### config.mk
export PLATFORM = sky130hd
export DESIGN_NAME = fisher_yates_shuffler_flat
export DESIGN_NICKNAME = d
export VERILOG_FILES = /design/src/hdl/fys_pkg.sv /design/src/hdl/fys_ifs.sv /design/src/hdl/fisher_yates_shuffler.sv /design/src/hdl/fys_mod_unit.sv /design/src/flat_wrapper.sv
export VERILOG_INCLUDE_DIRS = /design/src /design/src/hdl
export SDC_FILE = /design/constraint.sdc
export NUM_CORES = 1
export LEC_CHECK = 0
export BUFFER_PORTS_ARGS = -buffer_cell sky130_fd_sc_hd__buf_2
export CAP_MARGIN = 15
export CELL_PAD_IN_SITES_DETAIL_PLACEMENT = 1
export CELL_PAD_IN_SITES_GLOBAL_PLACEMENT = 2
export CORE_UTILIZATION = 38
export CTS_CLUSTER_DIAMETER = 50
export DETAILED_ROUTE_END_ITERATION = 10
export GPL_TIMING_DRIVEN = 0
export PLACE_DENSITY = 0.68
export SETUP_SLACK_MARGIN = 0.5
export SKIP_CTS_REPAIR_TIMING = 1
export SYNTH_ARGS = -nofsm -noshare
export SYNTH_HDL_FRONTEND = slang
export SYNTH_SLANG_ARGS = --single-unit
### constraint.sdc
create_clock -name clk -period 9.6 [get_ports clk]
set_input_delay 0.96 -clock clk [delete_from_list [all_inputs] [get_ports clk]]
set_output_delay 0.96 -clock clk [all_outputs]
set_load 0.005 [all_outputs]
### src/hdl/assert_macros.svh
// Assertion helpers, sampled on clk and disabled while rst_n is low.
`ifndef ASSERT_MACROS_SVH
`define ASSERT_MACROS_SVH

// cond must hold in the same cycle as trig
`define FYS_ASSERT_SAME(lbl, trig, cond) \
  lbl: assert property (@(posedge clk) disable iff (!rst_n) (trig) |-> (cond)) \
    else $error("fys assertion failed");

// cond must hold in the cycle after trig
`define FYS_ASSERT_NEXT(lbl, trig, cond) \
  lbl: assert property (@(posedge clk) disable iff (!rst_n) (trig) |=> (cond)) \
    else $error("fys assertion failed");

`endif

### src/hdl/fys_pkg.sv
`default_nettype none
package fys_pkg;

  localparam int STORE_DEPTH_DEF = 64;
  localparam int CODE_WIDTH_DEF  = 8;

  localparam int MODE_W     = 2;
  localparam int ITEM_W     = 8;
  localparam int RAND_W     = 32;
  localparam int OUT_CODE_W = 8;
  localparam int POS_W      = 6;

  // remainder unit: quotient bits retired per cycle
  localparam int MOD_DIGITS = 4;
  localparam int MOD_STEPS  = RAND_W / MOD_DIGITS;

  typedef enum logic [MODE_W-1:0] {
    MODE_LOAD = 2'd0,
    MODE_SWAP = 2'd1,
    MODE_EMIT = 2'd2
  } mode_t;

  typedef enum logic [2:0] {
    S_IDLE,
    S_MOD,
    S_RD_J,
    S_WR_I,
    S_WR_J,
    S_EMIT_RD,
    S_EMIT_LD,
    S_EMIT_WAIT
  } state_t;

endpackage
`default_nettype wire

### src/hdl/fys_ifs.sv
`default_nettype none
interface fys_in_if import fys_pkg::*; ();
  logic              valid;
  logic              ready;
  logic [MODE_W-1:0] mode;
  logic [ITEM_W-1:0] item_code;
  logic [RAND_W-1:0] random_word;

  modport source (output valid, mode, item_code, random_word, input ready);
  modport sink   (input valid, mode, item_code, random_word, output ready);
endinterface

interface fys_out_if import fys_pkg::*; ();
  logic                  valid;
  logic                  ready;
  logic [OUT_CODE_W-1:0] out_code;
  logic [POS_W-1:0]      out_position;
  logic                  last;

  modport source (output valid, out_code, out_position, last, input ready);
  modport sink   (input valid, out_code, out_position, last, output ready);
endinterface
`default_nettype wire

### src/hdl/fisher_yates_shuffler.sv
// channel | dir | signals                                 | request moves
// in_ch   | in  | valid ready mode item_code random_word   | load, swap step or emit
// out_ch  | out | valid ready out_code out_position last  | one list entry
//
// Load: the item is written from idle. Swap step: the remainder unit runs, then
// the read-read-write-write of the item store (one read port, one write
// port). Emit: per entry a store read, an output load, then output wait.
// rst_n is synchronous; count and swap index clear, the store keeps contents.
// in_ch.ready is low while a request is in progress; out_ch stalls hold state.
`default_nettype none
`include "assert_macros.svh"
module fisher_yates_shuffler import fys_pkg::*; #(
  parameter int STORE_DEPTH = STORE_DEPTH_DEF,
  parameter int CODE_WIDTH  = CODE_WIDTH_DEF
) (
  input  logic        clk,
  input  logic        rst_n,
  fys_in_if.sink      in_ch,
  fys_out_if.source   out_ch
);

  localparam int AW = $clog2(STORE_DEPTH);
  localparam int CW = $clog2(STORE_DEPTH + 1);

  logic [CODE_WIDTH-1:0] mem [STORE_DEPTH];
  logic [CODE_WIDTH-1:0] rd_data_r;
  logic                  mem_we;
  logic [AW-1:0]         mem_waddr;
  logic [AW-1:0]         mem_raddr;
  logic [CODE_WIDTH-1:0] mem_wdata;

  state_t                state_r, state_nxt;
  logic [CW-1:0]         count_r, count_nxt;
  logic [CW-1:0]         idx_r, idx_nxt;
  logic [AW-1:0]         k_r, k_nxt;
  logic [AW-1:0]         j_r, j_nxt;
  logic [CODE_WIDTH-1:0] tmp_r, tmp_nxt;
  logic                  out_valid_r, out_valid_nxt;
  logic [OUT_CODE_W-1:0] out_code_r;
  logic [POS_W-1:0]      out_pos_r;
  logic                  out_last_r;

  logic                  in_fire;
  logic                  out_fire;
  logic                  emit_last;
  logic                  mod_start;
  logic                  mod_done;
  logic [CW-1:0]         mod_rem;

  fys_mod_unit #(
    .CNT_W (CW)
  ) u_mod (
    .clk       (clk),
    .rst_n     (rst_n),
    .start     (mod_start),
    .dividend  (in_ch.random_word),
    .divisor   (count_r - idx_r),
    .done      (mod_done),
    .remainder (mod_rem)
  );

  assign in_ch.ready         = (state_r == S_IDLE) && !out_valid_r;
  assign in_fire             = in_ch.valid && in_ch.ready;
  assign out_fire            = out_valid_r && out_ch.ready;
  assign emit_last           = (CW'(k_r) == count_r - 1'b1);
  assign out_ch.valid        = out_valid_r;
  assign out_ch.out_code     = out_code_r;
  assign out_ch.out_position = out_pos_r;
  assign out_ch.last         = out_last_r;

  always_comb begin
    state_nxt     = state_r;
    count_nxt     = count_r;
    idx_nxt       = idx_r;
    k_nxt         = k_r;
    j_nxt         = j_r;
    tmp_nxt       = tmp_r;
    out_valid_nxt = out_valid_r;
    mem_we        = 1'b0;
    mem_waddr     = idx_r[AW-1:0];
    mem_wdata     = rd_data_r;
    mem_raddr     = k_r;
    mod_start     = 1'b0;
    unique case (state_r)
      S_IDLE: begin
        if (in_fire) begin
          unique case (in_ch.mode)
            MODE_LOAD: begin
              if (count_r < CW'(STORE_DEPTH)) begin
                mem_we    = 1'b1;
                mem_waddr = count_r[AW-1:0];
                mem_wdata = CODE_WIDTH'(in_ch.item_code);
                count_nxt = count_r + 1'b1;
              end
            end
            MODE_SWAP: begin
              if (idx_r < count_r) begin
                mod_start = 1'b1;
                state_nxt = S_MOD;
              end
            end
            MODE_EMIT: begin
              if (count_r == '0) begin
                idx_nxt = '0;
              end else begin
                k_nxt     = '0;
                state_nxt = S_EMIT_RD;
              end
            end
            default: ;
          endcase
        end
      end
      S_MOD: begin
        if (mod_done) begin
          j_nxt     = AW'(idx_r + mod_rem);
          mem_raddr = idx_r[AW-1:0];
          state_nxt = S_RD_J;
        end
      end
      S_RD_J: begin
        mem_raddr = j_r;
        tmp_nxt   = rd_data_r;
        state_nxt = S_WR_I;
      end
      S_WR_I: begin
        mem_we    = 1'b1;
        mem_waddr = idx_r[AW-1:0];
        mem_wdata = rd_data_r;
        state_nxt = S_WR_J;
      end
      S_WR_J: begin
        mem_we    = 1'b1;
        mem_waddr = j_r;
        mem_wdata = tmp_r;
        idx_nxt   = idx_r + 1'b1;
        state_nxt = S_IDLE;
      end
      S_EMIT_RD: begin
        mem_raddr = k_r;
        state_nxt = S_EMIT_LD;
      end
      S_EMIT_LD: begin
        out_valid_nxt = 1'b1;
        state_nxt     = S_EMIT_WAIT;
      end
      S_EMIT_WAIT: begin
        if (out_fire) begin
          out_valid_nxt = 1'b0;
          if (emit_last) begin
            count_nxt = '0;
            idx_nxt   = '0;
            state_nxt = S_IDLE;
          end else begin
            k_nxt     = k_r + 1'b1;
            state_nxt = S_EMIT_RD;
          end
        end
      end
      default: state_nxt = S_IDLE;
    endcase
  end

  always_ff @(posedge clk) begin
    if (!rst_n) begin
      state_r     <= S_IDLE;
      count_r     <= '0;
      idx_r       <= '0;
      out_valid_r <= 1'b0;
    end else begin
      state_r     <= state_nxt;
      count_r     <= count_nxt;
      idx_r       <= idx_nxt;
      out_valid_r <= out_valid_nxt;
    end
  end

  always_ff @(posedge clk) begin
    k_r   <= k_nxt;
    j_r   <= j_nxt;
    tmp_r <= tmp_nxt;
    if (state_r == S_EMIT_LD) begin
      out_code_r <= OUT_CODE_W'(rd_data_r);
      out_pos_r  <= POS_W'(k_r);
      out_last_r <= emit_last;
    end
  end

  always_ff @(posedge clk) begin
    if (mem_we) begin
      mem[mem_waddr] <= mem_wdata;
    end
    rd_data_r <= mem[mem_raddr];
  end

  `FYS_ASSERT_SAME(a_ready_no_pending, in_ch.ready, !out_ch.valid)
  `FYS_ASSERT_SAME(a_idx_within_count, 1'b1, idx_r <= count_r)
  `FYS_ASSERT_NEXT(a_last_clears_list, out_fire && out_ch.last, count_r == '0 && idx_r == '0)

endmodule
`default_nettype wire

### src/hdl/fys_mod_unit.sv
`default_nettype none
module fys_mod_unit import fys_pkg::*; #(
  parameter int CNT_W = 7
) (
  input  logic              clk,
  input  logic              rst_n,
  input  logic              start,
  input  logic [RAND_W-1:0] dividend,
  input  logic [CNT_W-1:0]  divisor,
  output logic              done,
  output logic [CNT_W-1:0]  remainder
);

  localparam int STEP_W = $clog2(MOD_STEPS);

  logic [RAND_W-1:0] word_r;
  logic [CNT_W-1:0]  div_r;
  logic [CNT_W-1:0]  rem_r;
  logic [CNT_W-1:0]  rem_step;
  logic [CNT_W-1:0]  acc;
  logic [CNT_W:0]    wide;
  logic [STEP_W-1:0] step_r;
  logic              busy_r;
  logic              done_r;

  // restoring remainder, MOD_DIGITS bits per cycle, MSB first
  always_comb begin
    acc  = rem_r;
    wide = '0;
    for (int b = 0; b < MOD_DIGITS; b++) begin
      wide = {acc, word_r[RAND_W-1-b]};
      if (wide >= {1'b0, div_r}) begin
        wide = wide - {1'b0, div_r};
      end
      acc = wide[CNT_W-1:0];
    end
    rem_step = acc;
  end

  always_ff @(posedge clk) begin
    if (!rst_n) begin
      busy_r <= 1'b0;
      done_r <= 1'b0;
      step_r <= '0;
    end else begin
      done_r <= 1'b0;
      if (start) begin
        busy_r <= 1'b1;
        step_r <= '0;
      end else if (busy_r) begin
        step_r <= step_r + 1'b1;
        if (step_r == STEP_W'(MOD_STEPS - 1)) begin
          busy_r <= 1'b0;
          done_r <= 1'b1;
        end
      end
    end
  end

  always_ff @(posedge clk) begin
    if (start) begin
      word_r <= dividend;
      div_r  <= divisor;
      rem_r  <= '0;
    end else if (busy_r) begin
      word_r <= word_r << MOD_DIGITS;
      rem_r  <= rem_step;
    end
  end

  assign done      = done_r;
  assign remainder = rem_r;

endmodule
`default_nettype wire

### src/flat_wrapper.sv
// flat-port wrapper written by rule: the top's interface ports become plain ports
module fisher_yates_shuffler_flat import fys_pkg::*;
#(
  parameter int STORE_DEPTH = STORE_DEPTH_DEF,
  parameter int CODE_WIDTH  = CODE_WIDTH_DEF
)
  (clk, rst_n, in_ch_valid, in_ch_mode, in_ch_item_code, in_ch_random_word, in_ch_ready, out_ch_valid, out_ch_out_code, out_ch_out_position, out_ch_last, out_ch_ready);
  fys_in_if in_ch_i ();
  fys_out_if out_ch_i ();
  input  logic clk;
  input  logic rst_n;
  input wire logic [$bits(in_ch_i.valid)-1:0] in_ch_valid;
  input wire logic [$bits(in_ch_i.mode)-1:0] in_ch_mode;
  input wire logic [$bits(in_ch_i.item_code)-1:0] in_ch_item_code;
  input wire logic [$bits(in_ch_i.random_word)-1:0] in_ch_random_word;
  output wire logic [$bits(in_ch_i.ready)-1:0] in_ch_ready;
  output wire logic [$bits(out_ch_i.valid)-1:0] out_ch_valid;
  output wire logic [$bits(out_ch_i.out_code)-1:0] out_ch_out_code;
  output wire logic [$bits(out_ch_i.out_position)-1:0] out_ch_out_position;
  output wire logic [$bits(out_ch_i.last)-1:0] out_ch_last;
  input wire logic [$bits(out_ch_i.ready)-1:0] out_ch_ready;
  assign in_ch_i.valid = in_ch_valid;
  assign in_ch_i.mode = in_ch_mode;
  assign in_ch_i.item_code = in_ch_item_code;
  assign in_ch_i.random_word = in_ch_random_word;
  assign in_ch_ready = in_ch_i.ready;
  assign out_ch_valid = out_ch_i.valid;
  assign out_ch_out_code = out_ch_i.out_code;
  assign out_ch_out_position = out_ch_i.out_position;
  assign out_ch_last = out_ch_i.last;
  assign out_ch_i.ready = out_ch_ready;
  fisher_yates_shuffler #(.STORE_DEPTH(STORE_DEPTH), .CODE_WIDTH(CODE_WIDTH)) u_core (.clk(clk), .rst_n(rst_n), .in_ch(in_ch_i), .out_ch(out_ch_i));
endmodule
# ---- Word-level counts from Yosys, hierarchy flattened
# Memories as Yosys holds them, arrays and structs flattened. A register that Yosys moved wholly into a read port is not among the register bits.
# Cells that the tools add are included.
dict set report op_classes {
  addsub 11
  order_cmp 6
  n_eq_ne 24
  muxes 56
  bitwise 2
  n_reduce_logical 20
}
# operator count
set op_table {}
lappend op_table {{2-to-1 mux 7 bit} 12}
lappend op_table {{2-to-1 mux 32 bit} 2}
lappend op_table {{2-to-1 mux 6 bit} 9}
lappend op_table {{one-hot mux 6 bit (2 select lines)} 3}
lappend op_table {{subtractor 7 bit} 5}
lappend op_table {{>= comparator 8 x 7 -> 1 bit} 4}
lappend op_table {{2-to-1 mux 8 bit} 3}
lappend op_table {{one-hot mux 3 bit (8 select lines)} 1}
lappend op_table {{AND reduction 6 bit} 4}
lappend op_table {{one-hot mux 7 bit (3 select lines)} 1}
lappend op_table {{2-to-1 mux 3 bit} 6}
lappend op_table {{one-hot mux 8 bit (2 select lines)} 1}
lappend op_table {{== test 3 bit, second input constant} 5}
lappend op_table {{adder 7 x 1 -> 7 bit, second input constant} 2}
lappend op_table {{2-to-1 mux 1 bit} 14}
lappend op_table {{inequality test 2 bit, second input constant} 7}
lappend op_table {{one-hot mux 7 bit (2 select lines)} 1}
lappend op_table {{inequality test 3 bit, second input constant} 3}
lappend op_table {{== test 6 x 7 -> 1 bit} 1}
lappend op_table {{logical NOT 7 bit} 1}
lappend op_table {{< comparator 7 bit} 1}
lappend op_table {{< comparator 7 bit, second input constant} 1}
lappend op_table {{subtractor 7 x 1 -> 7 bit, second input constant} 1}
lappend op_table {{adder 6 x 1 -> 6 bit, second input constant} 1}
lappend op_table {{19 further kinds} 30}
dict set report word_totals {
  register_bits 104
  mem_bits_rw 512
  in_bits 46
  output_inout_bits 17
  wordCells 136
  memories 1
}
# name depth word_bits rd rd_ports_with_merged_regs write_ports line
set memory_table {}
lappend memory_table {u_core.mem 64 8 1 1 1 fisher_yates_shuffler.sv:25} ;# logic [CODE_WIDTH-1:0] mem [STORE_DEPTH];

# ---- Depth between registers and ports, before layout
dict set report logic_depth {
  depth_word 8
  depth_mapped 38
  mapped_depth_nobuf 37
}

# ---- Modules after synthesis
# Synthesis repeated with hierarchy kept, for this count alone.
dict set report hier_totals {
  cells_unflattened 2081
  hier_area_um2 27727.8
}
# module instances cells_per_inst area_each_um2 seq_area_each_um2
set by_module_without_submodules {}
lappend by_module_without_submodules {fisher_yates_shuffler 1 1749 24048.1 16946.3}
lappend by_module_without_submodules {fys_mod_unit 1 332 3679.8 1411.4}

# ---- Worst setup path after synthesis
# Ideal clock, no wire load.
dict set report synth_path {
  kind {reg-to-reg}
  start {reg u_core.u_mod.word_r[31]}
  end {reg u_core.u_mod.rem_r[0], in the netlist u_core.u_mod.remainder[0]}
  setup_time_ps 120
  arrival_ps 8158
  required_ps 9480
  slack_ps 1323
  path_stages_with_launch 36
  n_path_buf 1
  synth_period_minus_slack_ps 8277
  path_cell_list {edfxtp_1 inv_1 ha_1 inv_1 fa_1 a21o_1 a21oi_2 a31o_1 buf_6 nand2_1 mux2_2 ha_1 o211ai_1 a31o_2 a21oi_1 a311o_1 nor2_1 mux2_2 ha_1 and4_1 a211oi_1 a31oi_1 or4b_1 a21oi_2 nor2_1 nor2_1 a21oi_1 fa_1 a21o_1 a21oi_1 o21bai_1 a2111oi_0 nor2_1 nor4_2 a2111oi_1 a211o_1}
}
dict set report synth_between {
  elab_chain_cells 8
  word_cells_on_any_way 11
  cone_classes {add/sub (3); order compare (4); mux (4)}
}
# element line
set synth_rtl {}
lappend synth_rtl {{from (decl)} fys_mod_unit.sv:16} ;# logic [RAND_W-1:0] word_r;
lappend synth_rtl {{from (signal assigned)} fys_mod_unit.sv:62} ;# word_r <= dividend;
lappend synth_rtl {{from (signal assigned)} fys_mod_unit.sv:66} ;# word_r <= word_r << MOD_DIGITS;
lappend synth_rtl {{subtractor 7 bit or >= comparator 8 x 7 -> 1 bit (tied branches)} {fys_mod_unit.sv:33, fys_mod_unit.sv:32}}
lappend synth_rtl {{2-to-1 mux 7 bit *} fys_mod_unit.sv:32} ;# if (wide >= {1'b0, div_r}) begin
lappend synth_rtl {{subtractor 7 bit or >= comparator 8 x 7 -> 1 bit (tied branches)} {fys_mod_unit.sv:33, fys_mod_unit.sv:32}}
lappend synth_rtl {{2-to-1 mux 7 bit *} fys_mod_unit.sv:32}
lappend synth_rtl {{subtractor 7 bit or >= comparator 8 x 7 -> 1 bit (tied branches)} {fys_mod_unit.sv:33, fys_mod_unit.sv:32}}
lappend synth_rtl {{2-to-1 mux 7 bit *} fys_mod_unit.sv:32}
lappend synth_rtl {{>= comparator 8 x 7 -> 1 bit *} fys_mod_unit.sv:32}
lappend synth_rtl {{2-to-1 mux 7 bit *} fys_mod_unit.sv:32}
lappend synth_rtl {{to (signal assigned)} fys_mod_unit.sv:67} ;# rem_r <= rem_step;
lappend synth_rtl {{to (decl)} fys_mod_unit.sv:18} ;# logic [CNT_W-1:0] rem_r;
# Mark *: on every way between the ends. The rest lies on a longest branch, timed or not.
# A chain may end at the register's enable or synchronous reset.

# ---- Worst setup path in the final report
dict set report layout_path {
  start {reg u_core.u_mod.div_r[1]}
  end {reg u_core.u_mod.rem_r[6], in the netlist u_core.u_mod.remainder[6]}
}
dict set report layout_between {
  elab_chain_cells 8
  word_cells_on_any_way 12
  cone_classes {add/sub (4); order compare (4); mux (4)}
}
# element line
set layout_rtl {}
lappend layout_rtl {{from (decl)} fys_mod_unit.sv:17} ;# logic [CNT_W-1:0] div_r;
lappend layout_rtl {{from (signal assigned)} fys_mod_unit.sv:63} ;# div_r <= divisor;
lappend layout_rtl {{subtractor 7 bit or >= comparator 8 x 7 -> 1 bit (tied branches)} {fys_mod_unit.sv:33, fys_mod_unit.sv:32}}
lappend layout_rtl {{2-to-1 mux 7 bit} fys_mod_unit.sv:32}
lappend layout_rtl {{subtractor 7 bit or >= comparator 8 x 7 -> 1 bit (tied branches)} {fys_mod_unit.sv:33, fys_mod_unit.sv:32}}
lappend layout_rtl {{2-to-1 mux 7 bit} fys_mod_unit.sv:32}
lappend layout_rtl {{subtractor 7 bit or >= comparator 8 x 7 -> 1 bit (tied branches)} {fys_mod_unit.sv:33, fys_mod_unit.sv:32}}
lappend layout_rtl {{2-to-1 mux 7 bit} fys_mod_unit.sv:32}
lappend layout_rtl {{subtractor 7 bit or >= comparator 8 x 7 -> 1 bit (tied branches)} {fys_mod_unit.sv:33, fys_mod_unit.sv:32}}
lappend layout_rtl {{2-to-1 mux 7 bit *} fys_mod_unit.sv:32}
# Marks and branches as above.

==> out/qor_table.md <==
| Quantity | Reported | Unit |
| --- | --- | --- |
| Status | finished, final reports clean | - |
| Syn nets | 2,307 | - |
| Number of port buffers | 62 | - |
| Maximum resistive drop on vdd | 0.362 | mV |
| Highest clock frequency the design can meet | 0.116 | GHz |
| Detailed placement HPWL | 64,700 | um |
| Dominant cell type by count on the critical path | sky130_fd_sc_hd__a21o_1 | - |
| Wire length of the first global-routing pass | 131,000 | um |
| Initial antenna violation count | 1 | - |
| Nature of the critical path endpoint | flip-flop | - |
| Peak per-stage delay on the critical path | 580 | ps |
| CTS tree | yes | - |
| Most used flip-flop cell after synthesis | sky130_fd_sc_hd__edfxtp_1 | - |
| Critical path data required time | 10,070 | ps |
| Worst reg-to-reg path cell count | 34 | - |
| Final wirelength | 89,400 | um |
| Share of final-layout standard cells stronger than drive strength 1 | 0.150 | - |
| Synthesized area per cell | 12.7 | um2 |
| Core Box Area | 73,000 | um2 |
| Diode count | 0 | - |
| Synth Instances | 2,206 | - |
| Classification of the worst-slack hold path | reg2reg | - |
| Buffer type at the clock tree root | sky130_fd_sc_hd__clkbuf_16 | - |
| RSZ-0062 raised after global routing | no | - |
| CP max-delay cell | sky130_fd_sc_hd__or4b_4 | - |
| Final Net Count | 2,482 | - |
| Skew final | 21.9 | ps |
| Maximum number of buffers from clock root to sink | 3 | - |
| Clock latency on the worst-skew pair | 630 | ps |
| Max-slew headroom | 0.214 | - |
| Buffers plus inverters on the worst setup path | 3 | - |
| Total number of cells along the worst setup path | 34 | - |
| Total leakage power | 0.0118 | uW |
| Number of buffers inserted during clock tree synthesis | 84 | - |
| Register clock-pin slew on the reported worst setup and hold paths | 60 | ps |
| Worst EP arrival | 9080 | ps |
| Crit path kind | reg2reg | - |
| Fraction of synthesis flops using an asynchronous set or reset pin | 0 | - |
| PD cells | 355 | nW/um2 |
| Synthesis warning total | 0 | - |
| Placer's final routability congestion estimate | 0.851 | - |
| Drt pass-1 iters | 5 | - |
| Hold Path Depth | 0 | - |
| Count of unique library cells instantiated by Yosys | 86 | - |
| Overall track demand over capacity in global routing | 0.240 | - |
| Area grow syn2layout | 18.0 | % |
| Die height | 273 | um |
| Family of cells with the greatest summed delay on the critical path | compound AO/OA/AOI/OAI gates | - |
| Number of enable flip-flop cells after synthesis | 586 | - |
| Max-capacitance violation count | 0 | - |
| Cell area after synthesis | 28,000 | um2 |
| Maximum level of the CTS H-tree | 3 | - |
| Die footprint | 74,800 | um2 |
| Vias per inst | 5.59 | - |
| Startpoint class of the critical path | flip-flop | - |
| Die width | 273 | um |
| Via count of the first global-routing pass | 19,800 | - |
| Average wire per standard cell | 26.2 | um |
| Row count | 99 | - |
| Period Utilization, post-route | 0.896 | - |
| Final Slew Violations | 0 | - |
| Shortest period the worst path allows | 8600 | ps |
| Pin count of the biggest net entering global routing | 37 | - |
| Initial cell density of the core | 0.384 | - |
| Overall Power | 11,700 | uW |
| TritonCTS Sinks | 624 | - |
| Number of DRC markers after the initial detailed-route iteration | 1,463 | - |
| Final setup violation count | 0 | - |
| Fraction of the yosys area taken by sequential cells | 0.656 | - |
| Final hold violations | 0 | - |
| Ports | 63 | - |
| Antenna violation net count after detailed routing | 0 | - |
| Total global routing overflow | 0 | - |
| Setup total negative slack | 0 | ps |
| Seq cells post-synth | 624 | - |
| Critical-path maximum fanout | 10 | - |
| DRC Markers | 0 | - |
| Worst Tran Pin Value | 1180 | ps |
| Via count | 19,000 | - |
[state kept, by name (all words and copies together) (netlist names), 7 cells and up]
register / flops
u_core.mem: 512
u_core.u_mod.word_r: 32
u_core.out_ch.out_code: 8
u_core.rd_data_r: 8
u_core.tmp_r: 8
u_core.count_r: 7
u_core.idx_r: 7
u_core.u_mod.div_r: 7
u_core.u_mod.remainder: 7
[cells by family after synthesis]
logic type      share of synthesized area
simple gates                        0.136
flops                               0.656
mux                                0.0612
compound gates                     0.0822
fa+ha+maj                          0.0262
xor+xnor                           0.0113
buf+inv                            0.0273
[synthesized netlist by cell type (5+ instances only)]
| cell | n | area, um2 |
|---|---|---|
| sky130_fd_sc_hd__and4_1 | 9 | 78.8 |
| sky130_fd_sc_hd__edfxtp_1 | 586 | 17600 |
| sky130_fd_sc_hd__ha_1 | 49 | 613 |
| sky130_fd_sc_hd__a21oi_1 | 27 | 135 |
| sky130_fd_sc_hd__nor2_1 | 128 | 480 |
| sky130_fd_sc_hd__buf_1 | 14 | 52.6 |
| sky130_fd_sc_hd__a31oi_1 | 31 | 194 |
| sky130_fd_sc_hd__o311a_1 | 15 | 150 |
| sky130_fd_sc_hd__mux2_2 | 49 | 552 |
| sky130_fd_sc_hd__o21a_1 | 7 | 52.6 |
| sky130_fd_sc_hd__or3_1 | 5 | 31.3 |
| sky130_fd_sc_hd__mux2i_1 | 116 | 1160 |
| sky130_fd_sc_hd__o21ai_0 | 33 | 165 |
| sky130_fd_sc_hd__xnor2_1 | 23 | 201 |
| sky130_fd_sc_hd__dfxtp_1 | 38 | 761 |
| sky130_fd_sc_hd__and3_1 | 45 | 282 |
| sky130_fd_sc_hd__a32oi_1 | 15 | 131 |
| sky130_fd_sc_hd__clkbuf_1 | 50 | 188 |
| sky130_fd_sc_hd__nand2_1 | 386 | 1450 |
| sky130_fd_sc_hd__a211oi_1 | 15 | 113 |
| sky130_fd_sc_hd__buf_2 | 40 | 200 |
| sky130_fd_sc_hd__nand3_1 | 183 | 916 |
| sky130_fd_sc_hd__nand4_1 | 6 | 37.5 |
| sky130_fd_sc_hd__o211ai_1 | 52 | 390 |
| sky130_fd_sc_hd__xor2_1 | 13 | 114 |
| sky130_fd_sc_hd__buf_4 | 5 | 37.5 |
| sky130_fd_sc_hd__nor2b_1 | 13 | 81.3 |
| sky130_fd_sc_hd__a22oi_1 | 5 | 37.5 |
| sky130_fd_sc_hd__and2_1 | 14 | 87.6 |
| sky130_fd_sc_hd__nor4_1 | 6 | 37.5 |
| sky130_fd_sc_hd__a21o_1 | 14 | 105 |
| sky130_fd_sc_hd__nand2b_1 | 16 | 100 |
| sky130_fd_sc_hd__o21ai_1 | 7 | 35.0 |
| sky130_fd_sc_hd__a311o_1 | 8 | 80.1 |
| sky130_fd_sc_hd__o22ai_1 | 15 | 93.8 |
| sky130_fd_sc_hd__nor3_1 | 11 | 55.1 |
| sky130_fd_sc_hd__fa_1 | 6 | 120 |
| sky130_fd_sc_hd__a21boi_0 | 6 | 45.0 |
| sky130_fd_sc_hd__inv_1 | 63 | 236 |
[final cells by class]
class	instances	area, um2
buffer	112	520
clock buffer	98	2230
clock inverter	55	574
fill	7521	39900
inverter	65	244
multi-input combinational	1405	9090
sequential	624	18400
tap	959	1200
timing repair buffer	89	822
[report_power, final]
group          switching [uW]  leakage, uW  internal [uW]  total (uW)
logic                    3160      0.00491           1860        5030
clock network            1210      0.00135           1910        3130
registers                75.1      0.00558           3490        3560
[worst paths after layout]
kind / slack (ps) / start / endpoint
setup / recovery: 1000 / u_core.u_mod.div_r[1] / u_core.u_mod.remainder[6]
hold / removal: 500 / u_core.rd_data_r[5] / u_core.tmp_r[5]
setup reg to reg: 1000 / u_core.u_mod.div_r[1] / u_core.u_mod.remainder[6]
hold reg to reg: 500 / u_core.rd_data_r[5] / u_core.tmp_r[5]
[stage by stage]
stage	utilization	cell area, um2	hold WS [ps]	cells	worst slack [ps]
3_3_place_gp	0.405	29500	474	3227	-257
6_report	0.453	33000	504	3407	996
2_1_floorplan	-	28000	448	2206	1320
5_1_grt	0.453	33000	521	3407	497
3_5_place_dp	0.412	30100	489	3245	-414
4_1_cts	0.450	32900	505	3398	-451
[worst register-to-register path, delay by kind of cell, from the launching register on]
kind | cells | cell delay (ps)
compound gates | 18 | 3570
fa+ha+maj | 4 | 1650
simple gates | 7 | 1490
mux | 2 | 750
buf+inv | 3 | 560
flops | 1 | 470
[cells in the final DEF (no fill, tap or decap), drive strengths merged, types with 8 or more instances in the layout]
cell,n
buf,151
nor4,8
clkinv,31
xor2,13
edfxtp,586
mux2i,116
o21ai,41
and4,9
nand3,183
a32oi,15
inv,71
xnor2,23
o311a,15
o211ai,52
a311o,8
clkinvlp,9
nor3,12
dfxtp,38
a21o,16
nand2b,16
a21boi,8
ha,49
a211oi,18
a21oi,30
nand2,386
and2,14
nor2b,13
clkbuf,148
a31oi,31
mux2,49
and3,45
o22ai,15
bufinv,9
nor2,129
[layer usage]
layer	vias up	global-route usage	part of all wire
li1	8601	-	-
met1	9819	0.325	0.44
met2	480	0.398	0.48
met3	141	0.0322	0.045
met4	0	0.0762	0.029
met5	-	0	0
Note: power is estimated with default switching activity, not from simulation.
